==> src/sv/lsct_pkg.sv <==
// Shared types and constants for the line sensor calibration and threshold block.
package lsct_pkg;

    localparam int NUM_CHANNELS = 7;
    localparam int CH_W         = $clog2(NUM_CHANNELS);
    localparam int LINE_W       = 7;
    localparam int SAMPLE_W     = 8;

    localparam logic [CH_W-1:0]     CH_LAST     = CH_W'(NUM_CHANNELS - 1);
    localparam logic [SAMPLE_W-1:0] THR_DEFAULT = 8'd150;
    localparam logic [SAMPLE_W-1:0] THR_SPECIAL = 8'd187;

    localparam logic CMD_SAMPLE = 1'b0;
    localparam logic CMD_PRESS  = 1'b1;

    localparam logic [1:0] PHASE_NONE  = 2'd0;
    localparam logic [1:0] PHASE_LIGHT = 2'd1;
    localparam logic [1:0] PHASE_DARK  = 2'd2;

    typedef enum logic [1:0] {
        S_IDLE,
        S_MID,
        S_VEC,
        S_DONE
    } state_t;

    typedef enum logic {
        ALU_MID,
        ALU_GT
    } alu_op_t;

    typedef struct packed {
        logic                command;
        logic [SAMPLE_W-1:0] sample;
    } lsct_in_t;

    typedef struct packed {
        logic [2:0]        next_channel;
        logic [LINE_W-1:0] line_vector;
        logic              vector_ready;
        logic              calibrating;
        logic [1:0]        calibration_phase;
    } lsct_out_t;

endpackage

==> src/sv/line_sensor_calibrate_threshold.sv <==
// Top level: channel ring, calibration stores, sequencer and result register.
//
// One item (a sample for the current channel or a button press) is taken when the
// block is idle, and it gives exactly one result. A press or a sample that does not
// close the ring goes from idle straight to the done state. The sample on the last
// channel of a dark calibration pass, and the last sample of a normal scan, start a
// walk: the sequencer walks every channel through the one shared arithmetic unit,
// forming one threshold midpoint or one line-vector bit per cycle.
// A new item is taken while the previous result still waits in the output register;
// the block then holds its own result until that register is free.
module line_sensor_calibrate_threshold (
    input  logic                aclk,
    input  logic                aresetn,
    input  logic                s_valid,
    output logic                s_ready,
    input  lsct_pkg::lsct_in_t  s_payload,
    output logic                m_valid,
    input  logic                m_ready,
    output lsct_pkg::lsct_out_t m_payload
);
    import lsct_pkg::*;

    state_t              state_reg, state_next;
    logic [CH_W-1:0]     ch_reg;
    logic [CH_W-1:0]     k_reg;
    logic                calib_reg;
    logic [1:0]          phase_reg;
    logic [LINE_W-1:0]   line_reg;
    logic                vready_reg;
    logic                m_valid_reg;
    lsct_out_t           m_payload_reg;

    logic [SAMPLE_W-1:0] light_mem  [NUM_CHANNELS];
    logic [SAMPLE_W-1:0] dark_mem   [NUM_CHANNELS];
    logic [SAMPLE_W-1:0] thr_mem    [NUM_CHANNELS];
    logic [SAMPLE_W-1:0] sample_mem [NUM_CHANNELS];

    logic                in_xfer;
    logic                out_free;
    logic                wrap;
    logic [CH_W-1:0]     ch_adv;
    logic                iter_en;
    logic                load_out;
    alu_op_t             alu_op;
    logic [SAMPLE_W-1:0] alu_a, alu_b, alu_res;

    assign in_xfer  = s_valid && s_ready;
    assign out_free = !m_valid_reg || m_ready;
    assign wrap     = (ch_reg >= CH_LAST);
    assign ch_adv   = wrap ? '0 : ch_reg + 1'b1;

    // next state
    always_comb begin
        state_next = state_reg;
        unique case (state_reg)
            S_IDLE: begin
                if (in_xfer) begin
                    if (s_payload.command == CMD_SAMPLE && calib_reg
                        && phase_reg == PHASE_DARK && ch_reg == CH_LAST) begin
                        state_next = S_MID;
                    end else if (s_payload.command == CMD_SAMPLE && !calib_reg && wrap) begin
                        state_next = S_VEC;
                    end else begin
                        state_next = S_DONE;
                    end
                end
            end
            S_MID, S_VEC: begin
                if (k_reg == CH_LAST) begin
                    state_next = S_DONE;
                end
            end
            S_DONE: begin
                if (out_free) begin
                    state_next = S_IDLE;
                end
            end
            default: state_next = S_IDLE;
        endcase
    end

    // sequencer outputs
    always_comb begin
        s_ready  = 1'b0;
        iter_en  = 1'b0;
        load_out = 1'b0;
        alu_op   = ALU_MID;
        unique case (state_reg)
            S_IDLE: s_ready = 1'b1;
            S_MID:  iter_en = 1'b1;
            S_VEC: begin
                iter_en = 1'b1;
                alu_op  = ALU_GT;
            end
            S_DONE: load_out = out_free;
            default: ;
        endcase
    end

    assign alu_a = (alu_op == ALU_GT) ? sample_mem[k_reg] : light_mem[k_reg];
    assign alu_b = (alu_op == ALU_GT) ? thr_mem[k_reg]    : dark_mem[k_reg];

    lsct_alu u_alu (
        .op     (alu_op),
        .opa    (alu_a),
        .opb    (alu_b),
        .result (alu_res)
    );

    // control state
    always_ff @(posedge aclk) begin
        if (!aresetn) begin
            state_reg   <= S_IDLE;
            ch_reg      <= '0;
            k_reg       <= '0;
            calib_reg   <= 1'b0;
            phase_reg   <= PHASE_NONE;
            line_reg    <= '0;
            vready_reg  <= 1'b0;
            m_valid_reg <= 1'b0;
        end else begin
            state_reg <= state_next;
            if (in_xfer) begin
                k_reg      <= '0;
                vready_reg <= 1'b0;
                if (s_payload.command == CMD_PRESS) begin
                    ch_reg    <= '0;
                    calib_reg <= 1'b1;
                    phase_reg <= (phase_reg == PHASE_LIGHT) ? PHASE_DARK : PHASE_LIGHT;
                end else begin
                    ch_reg <= ch_adv;
                    if (calib_reg) begin
                        if (wrap) begin
                            calib_reg <= 1'b0;
                        end
                    end else begin
                        vready_reg <= wrap;
                    end
                end
            end else if (iter_en) begin
                k_reg <= k_reg + 1'b1;
                if (state_reg == S_VEC && 32'(k_reg) < LINE_W) begin
                    line_reg[k_reg] <= alu_res[0];
                end
            end
            if (load_out) begin
                m_valid_reg <= 1'b1;
            end else if (m_ready) begin
                m_valid_reg <= 1'b0;
            end
        end
    end

    // light, dark and threshold stores reset to known values
    always_ff @(posedge aclk) begin
        if (!aresetn) begin
            for (int i = 0; i < NUM_CHANNELS; i++) begin
                light_mem[i] <= '0;
                dark_mem[i]  <= '0;
                thr_mem[i]   <= (i == 1 || i == 2) ? THR_SPECIAL : THR_DEFAULT;
            end
        end else begin
            if (in_xfer && s_payload.command == CMD_SAMPLE && calib_reg) begin
                if (phase_reg == PHASE_LIGHT) begin
                    light_mem[ch_reg] <= s_payload.sample;
                end else if (phase_reg == PHASE_DARK) begin
                    dark_mem[ch_reg] <= s_payload.sample;
                end
            end
            if (state_reg == S_MID) begin
                thr_mem[k_reg] <= alu_res;
            end
        end
    end

    // normal-mode samples: every entry is written before a scan reads it
    always_ff @(posedge aclk) begin
        if (in_xfer && s_payload.command == CMD_SAMPLE && !calib_reg) begin
            sample_mem[ch_reg] <= s_payload.sample;
        end
    end

    always_ff @(posedge aclk) begin
        if (load_out) begin
            m_payload_reg.next_channel      <= 3'(ch_reg);
            m_payload_reg.line_vector       <= line_reg;
            m_payload_reg.vector_ready      <= vready_reg;
            m_payload_reg.calibrating       <= calib_reg;
            m_payload_reg.calibration_phase <= phase_reg;
        end
    end

    assign m_valid   = m_valid_reg;
    assign m_payload = m_payload_reg;

    // a press restarts the ring in calibration mode
    a_press_restart: assert property (@(posedge aclk) disable iff (!aresetn)
        (in_xfer && s_payload.command == CMD_PRESS) |=> (calib_reg && ch_reg == '0))
        else $error("press did not restart the ring in calibration");

    // a result is only loaded from the done state
    a_load_from_done: assert property (@(posedge aclk) disable iff (!aresetn)
        (m_valid_reg && !$past(m_valid_reg)) |-> $past(state_reg == S_DONE))
        else $error("result appeared outside the done state");

    // the channel walk ends after the last channel
    a_walk_end: assert property (@(posedge aclk) disable iff (!aresetn)
        ((state_reg == S_MID || state_reg == S_VEC) && k_reg == CH_LAST)
        |=> state_reg == S_DONE)
        else $error("channel walk did not finish on the last channel");

    // a finished scan leaves the ring at channel 0 outside calibration
    a_vector_ring: assert property (@(posedge aclk) disable iff (!aresetn)
        (m_valid_reg && m_payload_reg.vector_ready)
        |-> (m_payload_reg.next_channel == 3'd0 && !m_payload_reg.calibrating))
        else $error("vector ready with ring not at its start");

endmodule

==> src/sv/lsct_alu.sv <==
// Shared 8-bit arithmetic unit: threshold midpoint or sample-above-threshold compare.
module lsct_alu (
    input  lsct_pkg::alu_op_t                op,
    input  logic [lsct_pkg::SAMPLE_W-1:0]    opa,
    input  logic [lsct_pkg::SAMPLE_W-1:0]    opb,
    output logic [lsct_pkg::SAMPLE_W-1:0]    result
);
    import lsct_pkg::*;

    logic [SAMPLE_W:0] diff;
    logic [SAMPLE_W:0] sum;
    logic              a_gt_b;

    // borrow of b - a is set exactly when a > b
    assign diff   = {1'b0, opb} - {1'b0, opa};
    assign a_gt_b = diff[SAMPLE_W];
    // a + (b - a) / 2 truncated toward zero == (a + b + (b < a)) >> 1
    assign sum    = {1'b0, opa} + {1'b0, opb} + {{SAMPLE_W{1'b0}}, a_gt_b};

    always_comb begin
        unique case (op)
            ALU_MID: result = sum[SAMPLE_W:1];
            ALU_GT:  result = {{(SAMPLE_W-1){1'b0}}, a_gt_b};
            default: result = '0;
        endcase
    end

endmodule

==> config.mk <==
export PLATFORM = sky130hd
export DESIGN_NAME = line_sensor_calibrate_threshold
export DESIGN_NICKNAME = d
export VERILOG_FILES = /design/src/sv/lsct_pkg.sv /design/src/sv/line_sensor_calibrate_threshold.sv /design/src/sv/lsct_alu.sv
export SDC_FILE = /design/constraint.sdc
export NUM_CORES = 1
export LEC_CHECK = 0
export BUFFER_PORTS_ARGS = -buffer_cell sky130_fd_sc_hd__buf_4
export CORE_MARGIN = 1
export CORE_UTILIZATION = 45
export CTS_CLUSTER_SIZE = 28
export DETAILED_ROUTE_END_ITERATION = 16
export HOLD_SLACK_MARGIN = 0.15
export RECOVER_POWER = 100
export SLEW_MARGIN = 15
export SYNTH_ARGS = -nofsm -noshare
export SYNTH_HDL_FRONTEND = slang
export SYNTH_SLANG_ARGS = --single-unit
==> constraint.sdc <==
create_clock -name aclk -period 4 [get_ports aclk]
set_input_delay 0.6 -clock aclk [delete_from_list [all_inputs] [get_ports aclk]]
set_output_delay 0.6 -clock aclk [all_outputs]
set_load 0.03 [all_outputs]
==> impl_metrics.ini, run 1 <==
[synth]
asyncSetResetFlopFracSynth_pct = 0
netlist_area_um2 = 12900
synthFlopType = sky130_fd_sc_hd__edfxtp_1
synth_largest_type_area_fraction_pct = 55.4
synth-edff-count = 238
synth.yosys.seq_area_share_pct = 62.7
ys_ff_latch = 285
ys_warn_count = 0
synth.distinct_cells = 56
synth_area_leader_cell = sky130_fd_sc_hd__edfxtp_1
leading_cell_types_by_total_area_after_synthesis = sky130_fd_sc_hd__edfxtp_1, sky130_fd_sc_hd__mux4_2, sky130_fd_sc_hd__dfxtp_1
synthesis.area_per_instance_um2 = 14.3
synthCells = 901
synth.net_count = 940

[setup_path]
crit_path_end_kind = register
worst-path-max-fanout = 10
startpoint_type = register
cp_data_arrival_time_ps = 4470
ff2ff_path_depth = 18
req_time_crit_path_ps = 4260
worstSetupPathType = register to register

[timing]
setup_violations = 25
setup_repair_after_global_routing_missed_its_margin = yes
final.setup_skew_ps = 9.05
fin_crit_ps = 4210
total_count_of_hold_check_failures_in_the_final_report = 0
setup-tns-final_ps = -4020
final-max-slew-violation-count = 9
timing.final.ws_setup_ps = -213
hold_slack_ps = 391
worstMarginPinSlew_ps = 1660
period_share_pct = 105
timing.max_slew.rel_slack_pct = -11.3
clock.fmax_mhz = 237

[cts]
cts-root-to-sink-buffers = 3
tritoncts_clock_tree = built
cell_chosen_for_the_clock_root = sky130_fd_sc_hd__clkbuf_16
clkTransAtPathRegs_ps = 60
clock_sinks = 285
cts_hold_buf = 0
number_of_buffers_added_by_the_clock_tree_synthesis_step = 29
htree_num_levels = 1
clk_latency_ps = 540

[worst_hold_path]
holdPathStages = 3
worstHoldPathType = primary input to register

[detailed_routing]
remaining_drc_errors = 0
detailroute.via_count = 7847
initialDrtViolationCount = 624
antenna_violating_nets_post_route = 0
wire_per_inst_um = 21.7
via_density_per_instance = 5.58
drt-pass1-iter-count = 8
postRouteWirelength_mm = 30.6

[final_layout]
regs_by_ff_count = dark_mem x64, light_mem x64, thr_mem x64
nets = 1045
finalCoreUtilization_pct = 54.4
insertedDiodeCount = 0
area.growth.synth_to_final_pct = 18.2
layout.cells.most_common = sky130_fd_sc_hd__edfxtp_1
most-common-layout-cells = sky130_fd_sc_hd__edfxtp_1, sky130_fd_sc_hd__nand2_1, sky130_fd_sc_hd__mux4_2
share_of_final_layout_standard_cells_stronger_than_drive_strength_1_pct = 23.4

[floorplanning]
dieHeight_um = 171
fp.coreArea_um2 = 28000
die-area_um2 = 29300
floorplan.initialDensity_pct = 46.0
core.rowCount = 61
die-width_um = 171
pin_count = 29

[global_routing]
grt_start_max_net_pins = 55
antenna_violations_before_repair = 0
grt_pass1_vias = 7624
gr-usage-all-layers_pct = 21.3
wire_length_of_the_first_global_routing_pass_mm = 46.1
grt.overflow.total = 0

[status]
status = complete, but fails checks
violations_in_the_final_reports = max-capacitance violations, max-slew violations, negative setup slack

[power_and_ir_drop]
vdd_drop_max_mv = 0.460
power.density_nw_per_um2 = 713
p_total_mw = 10.9
power_leakage_nw = 5.07

[placed_design]
io_buffer_count = 28
place_hpwl_mm = 20.6
finalWeightedCongestion = 0.837

[run]
drv_cap = 1
[report_power, final]
group / internal, mW / leakage [nW] / switching (mW)
sequential: 3.38 / 2.60 / 0.0996
clock: 1.73 / 0.490 / 1.13
combinational: 2.19 / 1.99 / 2.35
[repair_timing]
action,4_1_cts,5_1_grt
endpoints found under the setup margin,32,51
gates resized for setup,12,16
pin swaps,2,5
buffers inserted,17,17
[kinds of logic after synthesis]
family | share of synthesized area, %
buf+inv | 2.36
flops | 62.7
fa+ha+maj | 2.58
mux | 13.9
compound gates | 4.42
xor+xnor | 0.475
simple gates | 13.6
[critical path, stage by stage (launching register included)]
cell	delay, ps
sky130_fd_sc_hd__dfxtp_4	420
sky130_fd_sc_hd__buf_12	160
sky130_fd_sc_hd__mux4_2	530
sky130_fd_sc_hd__mux4_2	540
sky130_fd_sc_hd__inv_2	110
sky130_fd_sc_hd__ha_4	200
sky130_fd_sc_hd__nor2b_1	130
sky130_fd_sc_hd__o211ai_1	200
sky130_fd_sc_hd__a21oi_2	100
sky130_fd_sc_hd__nor3_2	250
sky130_fd_sc_hd__a21oi_2	90
sky130_fd_sc_hd__fa_2	360
sky130_fd_sc_hd__o21ba_4	220
sky130_fd_sc_hd__nor2_1	90
sky130_fd_sc_hd__nor2_1	50
sky130_fd_sc_hd__xor2_1	160
sky130_fd_sc_hd__nand2_1	130
sky130_fd_sc_hd__buf_12	130
sky130_fd_sc_hd__nand2_1	50
[through the flow]
stage | std cells | area, µm² | setup slack (ps)
floorplan | 901 | 13000 | -82.9
global placement | 1319 | 14000 | -199
detailed placement | 1319 | 14000 | -354
CTS | 1390 | 15200 | -191
global route | 1407 | 15200 | -324
finish | 1407 | 15200 | -213
[synthesized netlist by cell type, types with 2 or more instances]
library cell                 n
sky130_fd_sc_hd__nor2b_1    19
sky130_fd_sc_hd__nand2b_1   11
sky130_fd_sc_hd__a21oi_1    22
sky130_fd_sc_hd__dfxtp_1    47
sky130_fd_sc_hd__and3_1     19
sky130_fd_sc_hd__nand2_1    83
sky130_fd_sc_hd__xnor2_1     3
sky130_fd_sc_hd__nor4_1      4
sky130_fd_sc_hd__ha_1       25
sky130_fd_sc_hd__mux2i_1    17
sky130_fd_sc_hd__nor2_1     55
sky130_fd_sc_hd__inv_2       9
sky130_fd_sc_hd__edfxtp_1  238
sky130_fd_sc_hd__a211oi_1    2
sky130_fd_sc_hd__nand4_1     4
sky130_fd_sc_hd__o21ba_2     2
sky130_fd_sc_hd__inv_1      14
sky130_fd_sc_hd__nand3_1     9
sky130_fd_sc_hd__nor3b_1     6
sky130_fd_sc_hd__xor2_1      4
sky130_fd_sc_hd__o221ai_1    2
sky130_fd_sc_hd__o211ai_1    2
sky130_fd_sc_hd__a21boi_0    5
sky130_fd_sc_hd__nor2_2      2
sky130_fd_sc_hd__or3_1       6
sky130_fd_sc_hd__a21boi_1    8
sky130_fd_sc_hd__nor3_2      4
sky130_fd_sc_hd__buf_2       6
sky130_fd_sc_hd__o21ai_0    39
sky130_fd_sc_hd__nor3_1     13
sky130_fd_sc_hd__or2_2       2
sky130_fd_sc_hd__buf_6       4
sky130_fd_sc_hd__and2_1     84
sky130_fd_sc_hd__clkbuf_1   38
sky130_fd_sc_hd__mux4_2     72
[path summary, 6_finish.rpt]
| path | startpoint | end | slack (ps) |
|---|---|---|---|
| min reg2reg | line_reg[0] | m_payload[4] | 430 |
| min | m_ready | m_valid | 390 |
| max reg2reg | register | thr_mem[2][3] | -210 |
| max | register | thr_mem[2][3] | -210 |
[cell type report]
cell class | count | area [µm²]
Timing Repair Buffer | 122 | 971
Clock buffer | 34 | 754
Inverter | 23 | 86.3
Multi-Input combinational cell | 545 | 4610
Sequential cell | 285 | 8090
Tap cell | 378 | 473
Clock inverter | 20 | 253
Fill cell | 2330 | 12800
[routing by layer]
| metal | track usage, % | vias to the layer above | wire, µm |
|---|---|---|---|
| met5 | 0 | - | 0 |
| met4 | 4.77 | 0 | 547 |
| met3 | 2.65 | 40 | 1900 |
| met2 | 32.5 | 266 | 14100 |
| met1 | 32.6 | 3956 | 14000 |
| li1 | - | 3585 | - |
Note: power is estimated with default switching activity, not from simulation.
==> run 2, diff against run 1 <==
--- a/config.mk
+++ b/config.mk
@@ -7,12 +7,15 @@
 export LEC_CHECK = 0
 export BUFFER_PORTS_ARGS = -buffer_cell sky130_fd_sc_hd__buf_4
 export CORE_MARGIN = 1
-export CORE_UTILIZATION = 45
+export CORE_UTILIZATION = 55
+export CTS_CLUSTER_DIAMETER = 120
 export CTS_CLUSTER_SIZE = 28
 export DETAILED_ROUTE_END_ITERATION = 16
 export HOLD_SLACK_MARGIN = 0.15
+export PLACE_DENSITY = 0.74
 export RECOVER_POWER = 100
 export SLEW_MARGIN = 15
 export SYNTH_ARGS = -nofsm -noshare
 export SYNTH_HDL_FRONTEND = slang
+export SYNTH_HIERARCHICAL = 1
 export SYNTH_SLANG_ARGS = --single-unit
==> impl_metrics.ini, run 2 <==
[setup_path]
worstSetupPathDepth = 17
r2r_slack_ps = -140
crit_chain = buf_4 -> buf_12 -> mux4_2 -> o22ai_2 -> buf_4 -> nor2_1 -> ha_1 -> nand4_1 -> a21oi_2 -> o41ai_4 -> fa_2 -> nand2b_1 -> a21oi_2 -> buf_4 -> o21ai_0 -> a21oi_4 -> or3_1
worstSetupPathType = register to register
cp_data_arrival_time_ps = 4390
req_time_crit_path_ps = 4250
ff2ff_path_depth = 17
critical-path-top-cell-by-count = sky130_fd_sc_hd__buf_4
reg2reg_to = thr_mem[1][3]
worst_setup_path_endpoint = thr_mem[1][3]
critical-path-top-delay-family = compound AO/OA/AOI/OAI gates
crit_path_end_kind = register
worst-path-max-fanout = 10
timing.critical_path.buf_inv = 4
slowest_stage = sky130_fd_sc_hd__mux4_2
cp_slowest_stage_delay_ps = 520
startpoint_type = register

[timing]
timing.max_slew.rel_slack_pct = -38.6
setup_violations = 20
final.setup_skew_ps = 29.0
clock.fmax_mhz = 242
fin_crit_ps = 4140
worstMarginPinSlew_ps = 2060
final-max-slew-violation-count = 44
period_share_pct = 103
timing.final.ws_setup_ps = -140
total_count_of_hold_check_failures_in_the_final_report = 0
setup_repair_after_global_routing_missed_its_margin = yes

[final_layout]
design_area_um2 = 14400
finalCoreUtilization_pct = 63.7
layout.cells.most_common = sky130_fd_sc_hd__edfxtp_1
nets = 1071
insertedDiodeCount = 0
share_of_final_layout_standard_cells_stronger_than_drive_strength_1_pct = 20.7
most-common-layout-cells = sky130_fd_sc_hd__edfxtp_1, sky130_fd_sc_hd__nor2_1, sky130_fd_sc_hd__buf_4
regs_by_ff_count = dark_mem x64, light_mem x64, thr_mem x64
area.growth.synth_to_final_pct = 13.9

[cts]
clk_latency_ps = 500
number_of_buffers_added_by_the_clock_tree_synthesis_step = 14
cts-root-to-sink-buffers = 3
htree_num_levels = 1
clock_sinks = 285
cts_hold_buf = 0
clkTransAtPathRegs_ps = 110
cell_chosen_for_the_clock_root = sky130_fd_sc_hd__clkbuf_16
tritoncts_clock_tree = built

[power_and_ir_drop]
net-switching-power_mw = 2.75
vdd_drop_max_mv = 0.379
clkPwrFrac_pct = 19.5
p_total_mw = 8.36
switching_share_pct = 32.9
power_frac_comb_pct = 39.1
power_leakage_nw = 4.86
power.density_nw_per_um2 = 582
power_frac_seq_pct = 41.4
p_int_mw = 5.61

[detailed_routing]
wire_per_inst_um = 22.8
remaining_drc_errors = 2
detailroute.via_count = 8151
drt-pass1-iter-count = 11
initialDrtViolationCount = 749
via_density_per_instance = 6.15
antenna_violating_nets_post_route = 0
postRouteWirelength_mm = 30.2

[synth]
synthCells = 927
synth-edff-count = 238
netlist_area_um2 = 12600
leading_cell_types_by_total_area_after_synthesis = sky130_fd_sc_hd__edfxtp_1, sky130_fd_sc_hd__mux4_2, sky130_fd_sc_hd__dfxtp_1
ys_ff_latch = 285
synth.net_count = 965
synth_area_leader_cell = sky130_fd_sc_hd__edfxtp_1
yosys.cell_count.top_type = sky130_fd_sc_hd__edfxtp_1
synth_largest_type_area_fraction_pct = 56.6
synth.cells.most_frequent = sky130_fd_sc_hd__edfxtp_1, sky130_fd_sc_hd__nor2_1, sky130_fd_sc_hd__nand2_1
asyncSetResetFlopFracSynth_pct = 0
synth.yosys.seq_area_share_pct = 64.1
synth.distinct_cells = 57
synthFlopType = sky130_fd_sc_hd__edfxtp_1
ys_warn_count = 6
synthesis.area_per_instance_um2 = 13.6

[placed_design]
place_hpwl_mm = 20.4
finalWeightedCongestion = 0.862
place_area_um2 = 13700
worst_setup_slack_before_clock_tree_synthesis_ps = -190
io_buffer_count = 28

[floorplanning]
fp.coreArea_um2 = 22600
floorplan.initialDensity_pct = 55.9
pin_count = 29
core.rowCount = 55
die-area_um2 = 23600
dieHeight_um = 153
die-width_um = 153

[global_routing]
grt_start_max_net_pins = 43
grt.overflow.total = 0
gr-usage-all-layers_pct = 26.0
antenna_violations_before_repair = 0
wire_length_of_the_first_global_routing_pass_mm = 46.3
grt_pass1_vias = 8045

[worst_hold_path]
worstHoldPathType = primary input to register

[status]
violations_in_the_final_reports = design-rule violations, max-capacitance violations, max-slew violations, negative setup slack
status = complete, but fails checks

[run]
drv_cap = 4
## run 2: cell count changes after synthesis, moves of 11 or more
cell and change:
sky130_fd_sc_hd__and2_1 -69, sky130_fd_sc_hd__and3_1 -15, sky130_fd_sc_hd__clkbuf_1 -17, sky130_fd_sc_hd__inv_1 +25, sky130_fd_sc_hd__mux2i_1 +13, sky130_fd_sc_hd__mux4_2 -18
sky130_fd_sc_hd__nand2_1 -11, sky130_fd_sc_hd__nor2_1 +94, sky130_fd_sc_hd__o22ai_1 +16
## run 2: kinds of logic (layout without fill, tap and decap cells)
group / count (synthesis) / in the layout / share of synthesized area, %
DFF: 285 / 285 / 64.1
muxes: 88 / 88 / 12.4
and+or+nand+nor: 328 / 328 / 12.3
adders and majority gates: 25 / 25 / 2.54
buffers and inverters: 89 / 203 / 3.08
xor gates and xnor gates: 3 / 3 / 0.208
AOI/OAI and AO/OA: 109 / 109 / 5.38
## run 2: final cells by class
type,count,area [µm²]
multi-input cells,553,4250
flip-flops and latches,285,8100
clock inverters,1,30.0
repair buffers,138,1080
inverters,41,159
well taps,285,357
clock buffers,23,405
fillers,1709,8200
## run 2: per-layer routing
layer  routed length, µm  up-vias  GRT usage, %
met1               12400     4085          36.5
met4                 670        0          7.14
li1                    -     3632             -
met2               15000      382          43.6
met5                   0        -             0
met3                2170       52          2.89
## run 2: per-stage QoR
| step | TNS [ps] | hold slack, ps | cells |
|---|---|---|---|
| floorplan | -79.2 | 408 | 927 |
| global route | -8690 | 420 | 1326 |
| CTS | -1030 | 392 | 1318 |
| global placement | -1150 | 415 | 1280 |
| detailed placement | -2250 | 417 | 1280 |
| finish | -1520 | 405 | 1326 |
## run 2: timing repair
| action | in CTS | in global routing |
|---|---|---|
| pin swaps | 19 | 20 |
| gates cloned | 2 | 0 |
| resized for setup | 25 | 19 |
| setup buffers | 12 | 9 |
| setup endpoints to repair | 24 | 52 |
## run 2: power groups by stage
stage          Clock, mW  Sequential, mW  Combinational, mW
6_report            1.63            3.46               3.27
5_1_grt             1.75            3.48               3.50
4_1_cts             1.65            3.46               3.06
3_5_place_dp           0            3.53               2.82
3_3_place_gp           0            3.52               2.78
2_1_floorplan          0            3.51               1.70
## run 2: worst min path at each step
| stage | cells after the start | slack [ps] | from | endpoint |
|---|---|---|---|---|
| final | 4 | 410 | m_ready | m_valid |
| after detailed placement | 0 | 420 | vready_reg | m_payload[3] |
| after CTS | 1 | 390 | s_payload[6] | sample_mem[0][6] |
| after global routing | 4 | 420 | m_ready | m_valid |
| after global placement | 0 | 420 | line_reg[2] | m_payload[6] |
| after floorplan | 0 | 410 | line_reg[6] | m_payload[10] |
## run 2: worst register-to-register path: cells and delay by family (launching register included)
kind            cells  cell delay (ps)
compound gates      6             1030
fa+ha+maj           2              720
simple gates        4              660
buf+inv             4              530
mux                 1              520
flops               1              430
==> run 3, diff against run 2 <==
--- a/config.mk
+++ b/config.mk
@@ -13,7 +13,7 @@
 export DETAILED_ROUTE_END_ITERATION = 16
 export HOLD_SLACK_MARGIN = 0.15
 export PLACE_DENSITY = 0.74
-export RECOVER_POWER = 100
+export RECOVER_POWER = 25
 export SLEW_MARGIN = 15
 export SYNTH_ARGS = -nofsm -noshare
 export SYNTH_HDL_FRONTEND = slang
==> impl_metrics.ini, run 3 (synthesis gave the netlist of run 2 again) <==
[status]
status = complete, but fails checks
violations_in_the_final_reports = design-rule violations, negative setup slack

[setup_path]
startpoint_type = register
worstSetupPathType = register to register
ff2ff_path_depth = 17
req_time_crit_path_ps = 4250
crit_path_end_kind = register
reg2reg_to = thr_mem[1][3]
worst-path-max-fanout = 10
cp_data_arrival_time_ps = 4400
r2r_slack_ps = -150

[power_and_ir_drop]
vdd_drop_max_mv = 0.382
power.density_nw_per_um2 = 579
power_leakage_nw = 4.93

[timing]
clock.fmax_mhz = 241
fin_crit_ps = 4150
period_share_pct = 104
hold_slack_ps = 408
final.setup_skew_ps = 29.7
final-max-slew-violation-count = 0
worstMarginPinSlew_ps = 1300
setup_violations = 22
setup_repair_after_global_routing_missed_its_margin = yes
total_count_of_hold_check_failures_in_the_final_report = 0
timing.final.ws_setup_ps = -147
timing.max_slew.rel_slack_pct = 13.2

[worst_hold_path]
holdPathStages = 4
hold-path-endpoint = m_valid
hold_start = m_ready
worstHoldPathType = primary input to register

[detailed_routing]
remaining_drc_errors = 2
postRouteWirelength_mm = 30.1
drt-pass1-iter-count = 13
initialDrtViolationCount = 777
via_density_per_instance = 6.11
detailroute.via_count = 8105
wire_per_inst_um = 22.7
antenna_violating_nets_post_route = 0

[cts]
number_of_buffers_added_by_the_clock_tree_synthesis_step = 14
clk_latency_ps = 500
tritoncts_clock_tree = built
cts-root-to-sink-buffers = 3
cell_chosen_for_the_clock_root = sky130_fd_sc_hd__clkbuf_16
htree_num_levels = 1
clock_sinks = 285
clkTransAtPathRegs_ps = 110

[final_layout]
design_area_um2 = 14500
area.growth.synth_to_final_pct = 14.6
area.sequential_um2 = 8100
layout.cells.most_common = sky130_fd_sc_hd__edfxtp_1
share_of_final_layout_standard_cells_stronger_than_drive_strength_1_pct = 22.6
multi_input_comb_area_um2 = 4280
nets = 1071
regs_by_ff_count = dark_mem x64, light_mem x64, thr_mem x64
most-common-layout-cells = sky130_fd_sc_hd__edfxtp_1, sky130_fd_sc_hd__nor2_1, sky130_fd_sc_hd__buf_4
insertedDiodeCount = 0
filler_cell_count = 1690

[floorplanning]
pin_count = 29
floorplan.initialDensity_pct = 55.9
dieHeight_um = 153
die-width_um = 153
fp.coreArea_um2 = 22600
core.rowCount = 55
die-area_um2 = 23600

[placed_design]
io_buffer_count = 28
place_hpwl_mm = 20.4
finalWeightedCongestion = 0.862
place_area_um2 = 13700

[global_routing]
grt_start_max_net_pins = 43
wire_length_of_the_first_global_routing_pass_mm = 46.3
antenna_violations_before_repair = 0
grt.overflow.total = 0
gr-usage-all-layers_pct = 26.0
grt_pass1_vias = 8045

[run]
drv_cap = 0
-- run 3: power breakdown --
part	switching (mW)	internal [mW]
clock network	0.911	0.722
registers	0.0870	3.37
logic	1.76	1.53
total	2.75	5.62
-- run 3: how the worst max path moves through the flow --
stage	startpoint	end
floorplan	register	thr_mem[1][5]
global placement	state_reg[0]	thr_mem[7][3]
detailed placement	register	thr_mem[5][3]
CTS	register	thr_mem[1][5]
global route	state_reg[0]	thr_mem[7][7]
finish	register	thr_mem[1][3]
-- run 3: cell type report --
class / count / share of cell area (%)
Clock buffer: 23 / 2.80
Sequential cell: 285 / 56.0
Clock inverter: 1 / 0.208
Inverter: 41 / 1.10
Tap cell: 285 / 2.47
Timing Repair Buffer: 138 / 7.85
Multi-Input combinational cell: 553 / 29.6
-- run 3: per-stage QoR --
stage          std cells  utilization, %  power [mW]  worst slack [ps]  TNS, ps
5_1_grt             1326            64.1        8.75              -402    -8560
6_report            1326            64.1        8.38              -147    -1540
2_1_floorplan        927               -        5.22             -79.2    -79.2
3_5_place_dp        1280            60.8        6.35              -190    -2250
3_3_place_gp        1280            60.8        6.30              -145    -1150
4_1_cts             1318            64.0        8.17              -103    -1030
-- run 3: critical path, cell delays in order (launching register included) --
cell and delay [ps]:
sky130_fd_sc_hd__dfxtp_4 430, sky130_fd_sc_hd__buf_4 140, sky130_fd_sc_hd__buf_12 140, sky130_fd_sc_hd__mux4_2 520, sky130_fd_sc_hd__o22ai_2 180, sky130_fd_sc_hd__buf_4 140, sky130_fd_sc_hd__nor2_1 70, sky130_fd_sc_hd__ha_1 370
sky130_fd_sc_hd__nand4_1 120, sky130_fd_sc_hd__a21oi_2 200, sky130_fd_sc_hd__o41ai_4 120, sky130_fd_sc_hd__fa_2 350, sky130_fd_sc_hd__nand2b_1 90, sky130_fd_sc_hd__a21oi_2 70, sky130_fd_sc_hd__buf_4 130, sky130_fd_sc_hd__o21ai_0 320
sky130_fd_sc_hd__a21oi_4 140, sky130_fd_sc_hd__or3_1 380
-- run 3: routing by layer --
metal	global-route usage (%)	share of wire, %
met1	36.5	41
met2	43.6	50
met3	2.89	7.1
met4	7.14	2.1
met5	0	0
-- run 3: repair_timing --
item | 4_1_cts | 5_1_grt
pin swaps | 19 | 20
setup buffers | 12 | 9
cloned | 2 | 0
endpoints found under the setup margin | 24 | 52
hold buffers | 0 | 0
gates resized for setup | 25 | 19
